**config.mk**
```make
export PLATFORM = sky130hd
export DESIGN_NAME = diff_drive_ramp_pd_controller
export DESIGN_NICKNAME = d
export VERILOG_FILES = /design/src/ddrpd_pkg.sv /design/src/ddrpd_regs.sv /design/src/ddrpd_ctrl.sv /design/src/ddrpd_dpath.sv /design/src/diff_drive_ramp_pd_controller.sv
export SDC_FILE = /design/constraint.sdc
export NUM_CORES = 2
export LEC_CHECK = 0
export CAP_MARGIN = 20
export CORE_UTILIZATION = 39
export CTS_CLUSTER_SIZE = 20
export DETAILED_ROUTE_END_ITERATION = 10
export DONT_BUFFER_PORTS = 1
export MAX_ROUTING_LAYER = met4
export PLACE_DENSITY = 0.61
export SYNTH_ARGS = -nofsm -noshare
export SYNTH_HDL_FRONTEND = slang
export SYNTH_SLANG_ARGS = --single-unit
```
**constraint.sdc**
```tcl
create_clock -name clk -period 9.2 [get_ports clk]
set_clock_uncertainty 0.15 [all_clocks]
set_input_delay 0.92 -clock clk [delete_from_list [all_inputs] [get_ports clk]]
set_output_delay 0.92 -clock clk [all_outputs]
set_load 0.02 [all_outputs]
```
**src/ddrpd_pkg.sv**
```systemverilog
// shared types, register indexes, operation codes and constants of the drive controller
`default_nettype none

package ddrpd_pkg;

  // field and datapath widths
  localparam int CFG_W   = 16;
  localparam int ERR_W   = 32;
  localparam int DIF_W   = ERR_W + 1;
  localparam int SUM_W   = 50;
  localparam int DRV_W   = 9;
  localparam int DUTY_W  = 8;
  localparam int IDX_W   = 3;
  localparam int DRV_MAX = 255;

  // configuration register indexes
  localparam logic [IDX_W-1:0] REG_ACCEL_FWD = 3'd0;
  localparam logic [IDX_W-1:0] REG_DECEL_FWD = 3'd1;
  localparam logic [IDX_W-1:0] REG_ACCEL_ROT = 3'd2;
  localparam logic [IDX_W-1:0] REG_DECEL_ROT = 3'd3;
  localparam logic [IDX_W-1:0] REG_KP_FWD    = 3'd4;
  localparam logic [IDX_W-1:0] REG_KD_FWD    = 3'd5;
  localparam logic [IDX_W-1:0] REG_KP_ROT    = 3'd6;
  localparam logic [IDX_W-1:0] REG_KD_ROT    = 3'd7;

  // register reset values
  localparam logic [CFG_W-1:0]        RST_ACCEL_FWD = 16'd184;
  localparam logic [CFG_W-1:0]        RST_DECEL_FWD = 16'd403;
  localparam logic [CFG_W-1:0]        RST_ACCEL_ROT = 16'd384;
  localparam logic [CFG_W-1:0]        RST_DECEL_ROT = 16'd384;
  localparam logic signed [CFG_W-1:0] RST_KP_FWD    = 16'sd102;
  localparam logic signed [CFG_W-1:0] RST_KD_FWD    = 16'sd26;
  localparam logic signed [CFG_W-1:0] RST_KP_ROT    = 16'sd256;
  localparam logic signed [CFG_W-1:0] RST_KD_ROT    = 16'sd512;

  // datapath operation codes
  localparam int OP_W = 4;
  localparam logic [OP_W-1:0] OP_NONE  = 4'd0;
  localparam logic [OP_W-1:0] OP_CLEAR = 4'd1;
  localparam logic [OP_W-1:0] OP_RAMP  = 4'd2;
  localparam logic [OP_W-1:0] OP_NUM   = 4'd3;
  localparam logic [OP_W-1:0] OP_RCP   = 4'd4;
  localparam logic [OP_W-1:0] OP_QMUL  = 4'd5;
  localparam logic [OP_W-1:0] OP_FBK   = 4'd6;
  localparam logic [OP_W-1:0] OP_ERR   = 4'd7;
  localparam logic [OP_W-1:0] OP_MPF   = 4'd8;
  localparam logic [OP_W-1:0] OP_MDF   = 4'd9;
  localparam logic [OP_W-1:0] OP_MPR   = 4'd10;
  localparam logic [OP_W-1:0] OP_MDR   = 4'd11;
  localparam logic [OP_W-1:0] OP_SUMR  = 4'd12;
  localparam logic [OP_W-1:0] OP_TRUNC = 4'd13;
  localparam logic [OP_W-1:0] OP_EMIT  = 4'd14;

  // configuration register file contents
  typedef struct packed {
    logic [CFG_W-1:0]        accel_step_fwd;
    logic [CFG_W-1:0]        decel_step_fwd;
    logic [CFG_W-1:0]        accel_step_rot;
    logic [CFG_W-1:0]        decel_step_rot;
    logic signed [CFG_W-1:0] prop_gain_fwd;
    logic signed [CFG_W-1:0] deriv_gain_fwd;
    logic signed [CFG_W-1:0] prop_gain_rot;
    logic signed [CFG_W-1:0] deriv_gain_rot;
  } cfg_t;

  // controller to datapath command
  typedef struct packed {
    logic            load;
    logic [OP_W-1:0] op;
  } dp_cmd_t;

  // datapath to controller status
  typedef struct packed {
    logic clear;
  } dp_status_t;

endpackage

`default_nettype wire

```
**src/ddrpd_regs.sv**
```systemverilog
// configuration register file with write channel
`default_nettype none

module ddrpd_regs (
  input  wire logic                        clk,
  input  wire logic                        rst,
  input  wire logic                        cfg_valid,
  output      logic                        cfg_ready,
  input  wire logic [ddrpd_pkg::IDX_W-1:0] cfg_index,
  input  wire logic [ddrpd_pkg::CFG_W-1:0] cfg_data,
  output      ddrpd_pkg::cfg_t             cfg
);
  import ddrpd_pkg::*;

  // writes are always taken
  assign cfg_ready = 1'b1;

  // register write decode
  always_ff @(posedge clk) begin
    if (rst) begin
      cfg.accel_step_fwd <= RST_ACCEL_FWD;
      cfg.decel_step_fwd <= RST_DECEL_FWD;
      cfg.accel_step_rot <= RST_ACCEL_ROT;
      cfg.decel_step_rot <= RST_DECEL_ROT;
      cfg.prop_gain_fwd  <= RST_KP_FWD;
      cfg.deriv_gain_fwd <= RST_KD_FWD;
      cfg.prop_gain_rot  <= RST_KP_ROT;
      cfg.deriv_gain_rot <= RST_KD_ROT;
    end else if (cfg_valid && cfg_ready) begin
      unique case (cfg_index)
        REG_ACCEL_FWD: cfg.accel_step_fwd <= cfg_data;
        REG_DECEL_FWD: cfg.decel_step_fwd <= cfg_data;
        REG_ACCEL_ROT: cfg.accel_step_rot <= cfg_data;
        REG_DECEL_ROT: cfg.decel_step_rot <= cfg_data;
        REG_KP_FWD:    cfg.prop_gain_fwd  <= signed'(cfg_data);
        REG_KD_FWD:    cfg.deriv_gain_fwd <= signed'(cfg_data);
        REG_KP_ROT:    cfg.prop_gain_rot  <= signed'(cfg_data);
        REG_KD_ROT:    cfg.deriv_gain_rot <= signed'(cfg_data);
        default: ;
      endcase
    end
  end

endmodule

`default_nettype wire

```
**src/ddrpd_ctrl.sv**
```systemverilog
// sequencing state machine for one control tick
`default_nettype none

module ddrpd_ctrl (
  input  wire logic                  clk,
  input  wire logic                  rst,
  input  wire logic                  in_valid,
  output      logic                  in_stall,
  output      logic                  out_valid,
  input  wire logic                  out_stall,
  input  wire ddrpd_pkg::dp_status_t status,
  output      ddrpd_pkg::dp_cmd_t    cmd
);
  import ddrpd_pkg::*;

  localparam logic [3:0] S_IDLE  = 4'd0;
  localparam logic [3:0] S_RAMP  = 4'd1;
  localparam logic [3:0] S_NUM   = 4'd2;
  localparam logic [3:0] S_RCP   = 4'd3;
  localparam logic [3:0] S_QMUL  = 4'd4;
  localparam logic [3:0] S_FBK   = 4'd5;
  localparam logic [3:0] S_ERR   = 4'd6;
  localparam logic [3:0] S_MPF   = 4'd7;
  localparam logic [3:0] S_MDF   = 4'd8;
  localparam logic [3:0] S_MPR   = 4'd9;
  localparam logic [3:0] S_MDR   = 4'd10;
  localparam logic [3:0] S_SUMR  = 4'd11;
  localparam logic [3:0] S_TRUNC = 4'd12;
  localparam logic [3:0] S_OUT   = 4'd13;

  logic [3:0] state;
  logic [3:0] state_next;
  logic       emit_ok;

  // output register is free or being emptied this cycle
  assign emit_ok  = !out_valid || !out_stall;
  assign in_stall = (state != S_IDLE);

  // next state and command decode
  always_comb begin
    state_next = state;
    cmd        = '0;
    unique case (state)
      S_IDLE: begin
        if (in_valid) begin
          cmd.load   = 1'b1;
          state_next = S_RAMP;
        end
      end
      S_RAMP: begin
        cmd.op     = status.clear ? OP_CLEAR : OP_RAMP;
        state_next = status.clear ? S_OUT : S_NUM;
      end
      S_NUM: begin
        cmd.op     = OP_NUM;
        state_next = S_RCP;
      end
      S_RCP: begin
        cmd.op     = OP_RCP;
        state_next = S_QMUL;
      end
      S_QMUL: begin
        cmd.op     = OP_QMUL;
        state_next = S_FBK;
      end
      S_FBK: begin
        cmd.op     = OP_FBK;
        state_next = S_ERR;
      end
      S_ERR: begin
        cmd.op     = OP_ERR;
        state_next = S_MPF;
      end
      S_MPF: begin
        cmd.op     = OP_MPF;
        state_next = S_MDF;
      end
      S_MDF: begin
        cmd.op     = OP_MDF;
        state_next = S_MPR;
      end
      S_MPR: begin
        cmd.op     = OP_MPR;
        state_next = S_MDR;
      end
      S_MDR: begin
        cmd.op     = OP_MDR;
        state_next = S_SUMR;
      end
      S_SUMR: begin
        cmd.op     = OP_SUMR;
        state_next = S_TRUNC;
      end
      S_TRUNC: begin
        cmd.op     = OP_TRUNC;
        state_next = S_OUT;
      end
      S_OUT: begin
        if (emit_ok) begin
          cmd.op     = OP_EMIT;
          state_next = S_IDLE;
        end
      end
      default: state_next = S_IDLE;
    endcase
  end

  // state register
  always_ff @(posedge clk) begin
    if (rst) begin
      state <= S_IDLE;
    end else begin
      state <= state_next;
    end
  end

  // output word valid
  always_ff @(posedge clk) begin
    if (rst) begin
      out_valid <= 1'b0;
    end else if (cmd.op == OP_EMIT) begin
      out_valid <= 1'b1;
    end else if (!out_stall) begin
      out_valid <= 1'b0;
    end
  end

endmodule

`default_nettype wire

```
**src/ddrpd_dpath.sv**
```systemverilog
// ramp, feedback divide, error accumulation, shared multiplier and drive mixing
`default_nettype none

module ddrpd_dpath #(
  parameter int SENSOR_DIVISOR = 50,
  parameter int FRAC_BITS      = 8
) (
  input  wire logic                                clk,
  input  wire logic                                rst,
  input  wire ddrpd_pkg::dp_cmd_t                  cmd,
  output      ddrpd_pkg::dp_status_t               status,
  input  wire ddrpd_pkg::cfg_t                     cfg,
  input  wire logic                                cmd_in,
  input  wire logic signed [7:0]                   left_wheel_delta,
  input  wire logic signed [7:0]                   right_wheel_delta,
  input  wire logic signed [12:0]                  wall_error,
  input  wire logic                                sensor_enable,
  input  wire logic signed [ddrpd_pkg::CFG_W-1:0]  goal_speed_fwd,
  input  wire logic signed [ddrpd_pkg::CFG_W-1:0]  goal_speed_rot,
  output      logic signed [ddrpd_pkg::DRV_W-1:0]  left_drive,
  output      logic signed [ddrpd_pkg::DRV_W-1:0]  right_drive,
  output      logic [ddrpd_pkg::DUTY_W-1:0]        left_fwd_duty,
  output      logic [ddrpd_pkg::DUTY_W-1:0]        left_rev_duty,
  output      logic [ddrpd_pkg::DUTY_W-1:0]        right_fwd_duty,
  output      logic [ddrpd_pkg::DUTY_W-1:0]        right_rev_duty,
  output      logic signed [ddrpd_pkg::CFG_W-1:0]  ramped_speed_fwd,
  output      logic signed [ddrpd_pkg::CFG_W-1:0]  ramped_speed_rot
);
  import ddrpd_pkg::*;

  // magnitude of the sensor-corrected rotational numerator
  localparam int MAG_W   = $clog2(DRV_MAX * SENSOR_DIVISOR + 4096 + 1);
  localparam int NUM_W   = MAG_W + 1;
  localparam int RCP_S   = MAG_W;
  localparam int RECIP_W = RCP_S + 1;
  localparam int MA_W    = (MAG_W + 1 > CFG_W + 1) ? MAG_W + 1 : CFG_W + 1;
  localparam int MB_W    = ERR_W + 2;
  localparam int PW      = MA_W + MB_W;
  localparam int SCALE_W = 2 * FRAC_BITS;
  localparam logic [RECIP_W-1:0] RECIP = RECIP_W'((64'd1 << RCP_S) / SENSOR_DIVISOR);
  localparam logic [MAG_W-1:0]   DIV_C = MAG_W'(SENSOR_DIVISOR);
  localparam logic signed [SUM_W-1:0] BIAS = SUM_W'((64'd1 << SCALE_W) - 1);
  localparam logic signed [SUM_W:0]   SAT_HI = (SUM_W + 1)'(DRV_MAX);
  localparam logic signed [SUM_W:0]   SAT_LO = -((SUM_W + 1)'(DRV_MAX));

  // latched input word
  logic                    cmd_r;
  logic signed [7:0]       dl;
  logic signed [7:0]       dr;
  logic signed [12:0]      wall;
  logic                    sen;
  logic signed [CFG_W-1:0] goal_f;
  logic signed [CFG_W-1:0] goal_r;

  // tick state
  logic signed [CFG_W-1:0] speed_f;
  logic signed [CFG_W-1:0] speed_r;
  logic signed [ERR_W-1:0] err_f;
  logic signed [ERR_W-1:0] err_r;
  logic signed [ERR_W-1:0] prev_f;
  logic signed [ERR_W-1:0] prev_r;

  // working registers
  logic signed [PW-1:0]    prod;
  logic                    nneg;
  logic [MAG_W-1:0]        nmag;
  logic [MAG_W-1:0]        q0;
  logic signed [NUM_W-1:0] fb_rot;
  logic signed [DIF_W-1:0] dif_f;
  logic signed [DIF_W-1:0] dif_r;
  logic signed [SUM_W-1:0] acc_f;
  logic signed [SUM_W-1:0] acc_r;

  // combinational helpers
  logic signed [MA_W-1:0]  mul_a;
  logic signed [MB_W-1:0]  mul_b;
  logic signed [8:0]       fwd_raw;
  logic signed [8:0]       rot_raw;
  logic signed [NUM_W-1:0] num;
  logic [MAG_W-1:0]        q0_w;
  logic [MAG_W-1:0]        rem;
  logic [MAG_W-1:0]        quo;
  logic signed [NUM_W-1:0] quo_s;
  logic signed [SUM_W-1:0] prod_s;
  logic signed [SUM_W:0]   mix_l;
  logic signed [SUM_W:0]   mix_r;
  logic signed [DRV_W-1:0] drv_l;
  logic signed [DRV_W-1:0] drv_r;

  // one ramp step toward the goal, landing on it on overshoot
  function automatic logic signed [CFG_W-1:0] ramp_step(
    input logic signed [CFG_W-1:0] now,
    input logic signed [CFG_W-1:0] goal,
    input logic [CFG_W-1:0]        up,
    input logic [CFG_W-1:0]        down
  );
    logic signed [CFG_W+1:0] nw;
    logic signed [CFG_W+1:0] gl;
    logic signed [CFG_W+1:0] t;
    nw = (CFG_W + 2)'(now);
    gl = (CFG_W + 2)'(goal);
    t  = nw;
    if (nw < gl) begin
      t = nw + signed'({2'b00, up});
      if (t > gl) t = gl;
    end else if (nw > gl) begin
      t = nw - signed'({2'b00, down});
      if (t < gl) t = gl;
    end
    return t[CFG_W-1:0];
  endfunction

  // divide by 2^(2*FRAC_BITS), rounding toward zero
  function automatic logic signed [SUM_W-1:0] trunc_scale(input logic signed [SUM_W-1:0] x);
    logic signed [SUM_W-1:0] b;
    b = x[SUM_W-1] ? x + BIAS : x;
    return b >>> SCALE_W;
  endfunction

  // clamp to the drive range
  function automatic logic signed [DRV_W-1:0] sat_drive(input logic signed [SUM_W:0] v);
    logic signed [DRV_W-1:0] s;
    if (v > SAT_HI) s = DRV_W'(DRV_MAX);
    else if (v < SAT_LO) s = -(DRV_W'(DRV_MAX));
    else s = v[DRV_W-1:0];
    return s;
  endfunction

  assign status.clear = cmd_r;

  // encoder sums and the reciprocal-divide pieces
  assign fwd_raw = 9'(dr) + 9'(dl);
  assign rot_raw = 9'(dr) - 9'(dl);
  assign num     = signed'(prod[NUM_W-1:0]) - NUM_W'(wall);
  assign q0_w    = prod[RCP_S+MAG_W-1:RCP_S];
  assign rem     = nmag - prod[MAG_W-1:0];
  assign quo     = q0 + MAG_W'(rem >= DIV_C);
  assign quo_s   = signed'({1'b0, quo});
  assign prod_s  = signed'(prod[SUM_W-1:0]);

  // drive mix and saturation
  assign mix_l = (SUM_W + 1)'(acc_f) - (SUM_W + 1)'(acc_r);
  assign mix_r = (SUM_W + 1)'(acc_f) + (SUM_W + 1)'(acc_r);
  assign drv_l = sat_drive(mix_l);
  assign drv_r = sat_drive(mix_r);

  // shared multiplier operand select
  always_comb begin
    mul_a = '0;
    mul_b = '0;
    unique case (cmd.op)
      OP_RAMP: begin
        mul_a = MA_W'(rot_raw);
        mul_b = MB_W'(SENSOR_DIVISOR);
      end
      OP_RCP: begin
        mul_a = MA_W'(nmag);
        mul_b = MB_W'(RECIP);
      end
      OP_QMUL: begin
        mul_a = MA_W'(q0_w);
        mul_b = MB_W'(SENSOR_DIVISOR);
      end
      OP_MPF: begin
        mul_a = MA_W'(cfg.prop_gain_fwd);
        mul_b = MB_W'(err_f);
      end
      OP_MDF: begin
        mul_a = MA_W'(cfg.deriv_gain_fwd);
        mul_b = MB_W'(dif_f);
      end
      OP_MPR: begin
        mul_a = MA_W'(cfg.prop_gain_rot);
        mul_b = MB_W'(err_r);
      end
      OP_MDR: begin
        mul_a = MA_W'(cfg.deriv_gain_rot);
        mul_b = MB_W'(dif_r);
      end
      default: ;
    endcase
  end

  // product register
  always_ff @(posedge clk) begin
    prod <= mul_a * mul_b;
  end

  // input word capture
  always_ff @(posedge clk) begin
    if (rst) begin
      cmd_r <= 1'b0;
    end else if (cmd.load) begin
      cmd_r <= cmd_in;
    end
  end

  always_ff @(posedge clk) begin
    if (cmd.load) begin
      dl     <= left_wheel_delta;
      dr     <= right_wheel_delta;
      wall   <= wall_error;
      sen    <= sensor_enable;
      goal_f <= goal_speed_fwd;
      goal_r <= goal_speed_rot;
    end
  end

  // tick state: speeds, error sums and previous errors
  always_ff @(posedge clk) begin
    if (rst) begin
      speed_f <= '0;
      speed_r <= '0;
      err_f   <= '0;
      err_r   <= '0;
      prev_f  <= '0;
      prev_r  <= '0;
    end else begin
      case (cmd.op)
        OP_CLEAR: begin
          speed_f <= '0;
          speed_r <= '0;
          err_f   <= '0;
          err_r   <= '0;
          prev_f  <= '0;
          prev_r  <= '0;
        end
        OP_RAMP: begin
          speed_f <= ramp_step(speed_f, goal_f, cfg.accel_step_fwd, cfg.decel_step_fwd);
          speed_r <= ramp_step(speed_r, goal_r, cfg.accel_step_rot, cfg.decel_step_rot);
        end
        OP_ERR: begin
          err_f <= err_f + ERR_W'(speed_f) - (ERR_W'(fwd_raw) <<< FRAC_BITS);
          err_r <= err_r + ERR_W'(speed_r) - (ERR_W'(fb_rot) <<< FRAC_BITS);
        end
        OP_MPF: begin
          prev_f <= err_f;
          prev_r <= err_r;
        end
        default: ;
      endcase
    end
  end

  // divide steps, differences and PD sums
  always_ff @(posedge clk) begin
    case (cmd.op)
      OP_CLEAR: begin
        acc_f <= '0;
        acc_r <= '0;
      end
      OP_NUM: begin
        nneg <= num[NUM_W-1];
        nmag <= num[NUM_W-1] ? MAG_W'(-num) : MAG_W'(num);
      end
      OP_QMUL: q0 <= q0_w;
      OP_FBK: begin
        if (sen) begin
          fb_rot <= nneg ? -quo_s : quo_s;
        end else begin
          fb_rot <= NUM_W'(rot_raw);
        end
      end
      OP_MPF: begin
        dif_f <= DIF_W'(err_f) - DIF_W'(prev_f);
        dif_r <= DIF_W'(err_r) - DIF_W'(prev_r);
      end
      OP_MDF:  acc_f <= prod_s;
      OP_MPR:  acc_f <= acc_f - prod_s;
      OP_MDR:  acc_r <= prod_s;
      OP_SUMR: acc_r <= acc_r + prod_s;
      OP_TRUNC: begin
        acc_f <= trunc_scale(acc_f);
        acc_r <= trunc_scale(acc_r);
      end
      default: ;
    endcase
  end

  // output word register
  always_ff @(posedge clk) begin
    if (cmd.op == OP_EMIT) begin
      left_drive       <= drv_l;
      right_drive      <= drv_r;
      left_fwd_duty    <= drv_l[DRV_W-1] ? '0 : drv_l[DUTY_W-1:0];
      left_rev_duty    <= drv_l[DRV_W-1] ? DUTY_W'(-drv_l) : '0;
      right_fwd_duty   <= drv_r[DRV_W-1] ? '0 : drv_r[DUTY_W-1:0];
      right_rev_duty   <= drv_r[DRV_W-1] ? DUTY_W'(-drv_r) : '0;
      ramped_speed_fwd <= speed_f;
      ramped_speed_rot <= speed_r;
    end
  end

endmodule

`default_nettype wire

```
**src/diff_drive_ramp_pd_controller.sv**
```systemverilog
// Differential-drive PD motor controller with forward and rotational speed ramps.
// A word is taken only while the sequencer is idle; the input stays stalled until its result
// has been emitted, and emission waits while the output register is full and stalled. A tick runs
// seven operations through the single shared multiplier; a clear skips them.
// Reset (synchronous): controller idle, output empty, registers at defaults, state zero.
`default_nettype none

module diff_drive_ramp_pd_controller #(
  parameter int SENSOR_DIVISOR = 50,
  parameter int FRAC_BITS      = 8
) (
  input  wire logic                                clk,
  input  wire logic                                rst,
  input  wire logic                                in_valid,
  output      logic                                in_stall,
  input  wire logic                                cmd,
  input  wire logic signed [7:0]                   left_wheel_delta,
  input  wire logic signed [7:0]                   right_wheel_delta,
  input  wire logic signed [12:0]                  wall_error,
  input  wire logic                                sensor_enable,
  input  wire logic signed [ddrpd_pkg::CFG_W-1:0]  goal_speed_fwd,
  input  wire logic signed [ddrpd_pkg::CFG_W-1:0]  goal_speed_rot,
  output      logic                                out_valid,
  input  wire logic                                out_stall,
  output      logic signed [ddrpd_pkg::DRV_W-1:0]  left_drive,
  output      logic signed [ddrpd_pkg::DRV_W-1:0]  right_drive,
  output      logic [ddrpd_pkg::DUTY_W-1:0]        left_fwd_duty,
  output      logic [ddrpd_pkg::DUTY_W-1:0]        left_rev_duty,
  output      logic [ddrpd_pkg::DUTY_W-1:0]        right_fwd_duty,
  output      logic [ddrpd_pkg::DUTY_W-1:0]        right_rev_duty,
  output      logic signed [ddrpd_pkg::CFG_W-1:0]  ramped_speed_fwd,
  output      logic signed [ddrpd_pkg::CFG_W-1:0]  ramped_speed_rot,
  input  wire logic                                cfg_valid,
  output      logic                                cfg_ready,
  input  wire logic [ddrpd_pkg::IDX_W-1:0]         cfg_index,
  input  wire logic [ddrpd_pkg::CFG_W-1:0]         cfg_data
);
  import ddrpd_pkg::*;

  cfg_t       cfg;
  dp_cmd_t    dp_cmd;
  dp_status_t dp_status;

  // configuration registers
  ddrpd_regs u_regs (
    .clk       (clk),
    .rst       (rst),
    .cfg_valid (cfg_valid),
    .cfg_ready (cfg_ready),
    .cfg_index (cfg_index),
    .cfg_data  (cfg_data),
    .cfg       (cfg)
  );

  // sequencer
  ddrpd_ctrl u_ctrl (
    .clk       (clk),
    .rst       (rst),
    .in_valid  (in_valid),
    .in_stall  (in_stall),
    .out_valid (out_valid),
    .out_stall (out_stall),
    .status    (dp_status),
    .cmd       (dp_cmd)
  );

  // arithmetic
  ddrpd_dpath #(
    .SENSOR_DIVISOR (SENSOR_DIVISOR),
    .FRAC_BITS      (FRAC_BITS)
  ) u_dpath (
    .clk               (clk),
    .rst               (rst),
    .cmd               (dp_cmd),
    .status            (dp_status),
    .cfg               (cfg),
    .cmd_in            (cmd),
    .left_wheel_delta  (left_wheel_delta),
    .right_wheel_delta (right_wheel_delta),
    .wall_error        (wall_error),
    .sensor_enable     (sensor_enable),
    .goal_speed_fwd    (goal_speed_fwd),
    .goal_speed_rot    (goal_speed_rot),
    .left_drive        (left_drive),
    .right_drive       (right_drive),
    .left_fwd_duty     (left_fwd_duty),
    .left_rev_duty     (left_rev_duty),
    .right_fwd_duty    (right_fwd_duty),
    .right_rev_duty    (right_rev_duty),
    .ramped_speed_fwd  (ramped_speed_fwd),
    .ramped_speed_rot  (ramped_speed_rot)
  );

  // a taken word starts the sequence, so the input closes right after
  a_busy_after_accept: assert property (@(posedge clk) disable iff (rst)
    in_valid && !in_stall |=> in_stall)
    else $error("input open right after accepting a word");

  // only one pin of each side carries duty
  a_one_pin: assert property (@(posedge clk) disable iff (rst)
    out_valid |-> ((left_fwd_duty == '0) || (left_rev_duty == '0)) &&
                  ((right_fwd_duty == '0) || (right_rev_duty == '0)))
    else $error("forward and reverse duty both active");

  // a non-negative drive goes out on the forward pin unchanged
  a_fwd_duty_match: assert property (@(posedge clk) disable iff (rst)
    out_valid && !left_drive[DRV_W-1] |->
      (left_rev_duty == '0) && (left_fwd_duty == left_drive[DUTY_W-1:0]))
    else $error("left duty split does not match drive");

endmodule

`default_nettype wire

```
==> results.md <==
* Die X at 434.8 µm
* Pre-CTS WS at -0.2400 ns
* Psw at 6.352 mW
* Routability cong. at 0.9588
* HP Class: in -> reg
* Core area at 0.1858 mm²
* Clock Sinks at 701
* Met3 GRT Util at 0.02874
* Max cap viols at 0
* GRT met1 Usage at 0.3176
* R2R Path End: u_dpath.prod[48]
* Synth top area share at 0.1636
* Grt total ovfl at 0
* Die ar. at 0.1891 mm²
* Hold depth at 1
* Worst R2R Start: u_dpath.dr[0]
* Crit end category: flop
* Startpoint types: flop
* Routed Antenna Nets at 0
* Initial antenna violation count at 5
* Combinational share of power at 0.497
* TritonCTS buffer count at 83
* Sw Share at 0.4228
* CP most frequent cell: fa_2
* Leakage at 34.60 nW
* Commonest cells post-synth: 1108 x inv_1, 823 x nand2_1, 814 x nor2_1
* Final-report setup violation count at 0
* Final worst setup slack at 0.3320 ns
* Fmax at 112.8 MHz
* Vias per cell at 5.544
* VDD IR max at 0.1942 mV
* Avg Inst Size Synth at 8.519 µm²
* Measured slew at the worst slew-check pin at 1.107 ns
* Drt pass-1 iters at 5
* Setup total negative slack at 0 ns
* Fin. Hold Viols at 0
* Crit-path max FO at 6
* Clk_lat worst skew at 0.75 ns
* Slowest Stage Delay on Critical Path at 0.56 ns
* CTS H-tree depth at 3
* Global route hottest layer: met2
* DRC at 0
* CTS tree: built
* Reg-to-reg setup timing slack at 0.33 ns
* Power Density at 185.9 mW/mm²
* Met2 global-route usage at 0.4181
* Post-synthesis cell area at 0.07306 mm²
* Worst Setup SP: u_dpath.dr[0]
* Slew Viols, Final at 0
* WL final at 236.2 mm
* Worst Setup Path Type: reg -> reg
* Count leader, synth: inv_1
* RSZ-0062 raised after global routing: true
* Worst Hold End: u_dpath.speed_f[14]
* Placed Cells at 10990
* Die height at 434.8 µm
* Syn Nets at 9935
* Most frequently used flop master after synthesis: edfxtp_1
* Synth unique cells at 97
* WP data arrival at 9.33 ns
* Synthesis Warnings at 0
* Worst reg2reg path depth at 36
* Initial Utilization at 0.3931
* Tmin final at 8.868 ns
* HP Start: rst
* WL/cell at 21.16 µm
* Final non-filler cell total at 11170
* Largest net degree at the start of global routing at 267
* Synth-to-layout area growth at 10.61%
* # IOs at 172
* Clk network pwr share at 0.239
* Final period util at 0.9639
* Final Power at 15.02 mW
* Clock root cell: clkbuf_16
* DR vias at 61900
* Number of flops mapped to enable cells by yosys at 357
* Max_slew headroom at 0.2598
* Max Buffers Root-to-Sink at 3
* FF+latch count, synth at 701
* Vias in the first global route at 62070
* Synth area leaders: fa_1 16%, edfxtp_1 15%, ha_1 12%, dfxtp_1 9.4%, inv_1 5.7%
* Clock transition at path regs at 0.07 ns
* DRT iter0 DRCs at 4586
* Internal at 8.671 mW
* Worst hold slack at 0.08941 ns
* Post-route cell area at 0.08081 mm²
* Cell count after synthesis at 8576
* Final core occ at 0.4348
* Critical-path top delay cell: fa_2
* First-pass GRT wire length at 364.2 mm
* Sequential share of power at 0.264
* Share of post-route cells with drive strength above 1 at 0.06693
* Post-synth ARST share at 0
* Area after DPL at 0.07731 mm²
* Rows at 158
* DP HPWL at 192.0 mm
* Fill cell count at 18340
* Status: finished, final reports clean
* NumNets Final at 9969
* Yosys top cell by area: fa_1
* Req. time, crit path at 9.66 ns
* Total track usage at 0.2531
* IO Port Bufs at 0
* Register area share after synthesis at 0.2410
cell families (layout without fill, tap and decap cells):
family | Yosys count | count (layout) | share of synthesized area
xor+xnor | 489 | 489 | 0.05862
buf+inv | 1459 | 1564 | 0.07580
flops | 701 | 701 | 0.2410
simple gates | 2577 | 2577 | 0.1612
fa+ha+maj | 1272 | 1272 | 0.2792
mux | 23 | 23 | 0.003288
compound gates | 2054 | 2054 | 0.1808
other cells | 1 | 6 | 0.00005133
per-layer routing:
metal / wire [µm] / share of wire
met5: 0 / 0
met4: 9659 / 0.041
met3: 12160 / 0.051
met2: 112700 / 0.48
met1: 101800 / 0.43
flip-flops by register name, summed over array words and instances (netlist names), 16 cells and up:
register                  count
u_dpath.goal_f               16
u_dpath.prev_f               32
u_dpath.fb_rot               16
u_dpath.dif_f                33
u_dpath.acc_f                50
u_dpath.acc_r                50
u_dpath.speed_r              16
u_dpath.err_r                32
u_dpath.prev_r               32
u_dpath.dif_r                33
u_dpath.ramped_speed_rot     16
u_dpath.speed_f              16
u_dpath.err_f                32
u_regs.cfg                  128
u_dpath.ramped_speed_fwd     16
u_dpath.prod                 50
u_dpath.goal_r               16
critical path, delay by kind of cell, from the launching register on:
kind | cells | cell delay (ns)
simple gates | 7 | 1.61
compound gates | 12 | 2.02
flops | 1 | 0.39
fa+ha+maj | 9 | 3.59
buf+inv | 6 | 0.67
xor+xnor | 1 | 0.14
mux | 1 | 0.16
power groups by stage:
stage	registers, mW	logic (mW)	clock network, mW
floorplan	3.84	5.33	0
global placement	4.04	7.15	0
detailed placement	4.04	7.27	0
CTS	3.97	7.34	3.66
global route	3.99	8.29	3.77
finish	3.97	7.47	3.59
cell type report:
cell class	instances	area, µm²	area share
timing repair buffer	294	2436	0.03015
clock inverter	51	679.4	0.008408
tap	2480	3103	0.03840
antenna	5	12.51	0.0001548
clock buffer	105	2292	0.02837
multi-input combinational	6416	50480	0.6248
inverter	1114	4189	0.05184
sequential	701	17610	0.2179
cells in the final DEF (no fill, tap or decap), types with 82 or more instances in the layout:
cell type	n
xor2_1	135
o21ai_0	357
o21bai_1	82
edfxtp_1	357
o21a_1	104
a22oi_1	135
a21oi_1	664
nand2b_1	117
nor2b_1	87
inv_1	1104
dfxtp_1	343
nand2_1	819
fa_1	591
nor2_1	807
xnor2_1	351
nor3_1	146
clkbuf_16	86
ha_1	672
a21o_1	176
nand3_1	206
buf_4	266
repair_timing:
item                                    4_1_cts  5_1_grt
endpoints found under the setup margin        7       19
setup buffers                                 5        6
hold buffers                                  0        0
cloned                                        0        1
gates resized for setup                       7       75
pin swaps                                     3       21
worst max path at each step:
stage | end | slack, ns
after CTS | u_dpath.prod[49] | 0.006
final | u_dpath.prod[48] | 0.33
after detailed placement | u_dpath.prod[49] | -0.24
after global routing | u_dpath.prod[49] | -0.11
after floorplan | u_dpath.prod[48] | 0.18
after global placement | u_dpath.prod[48] | -0.23
Note: power is estimated with default switching activity, not from simulation.
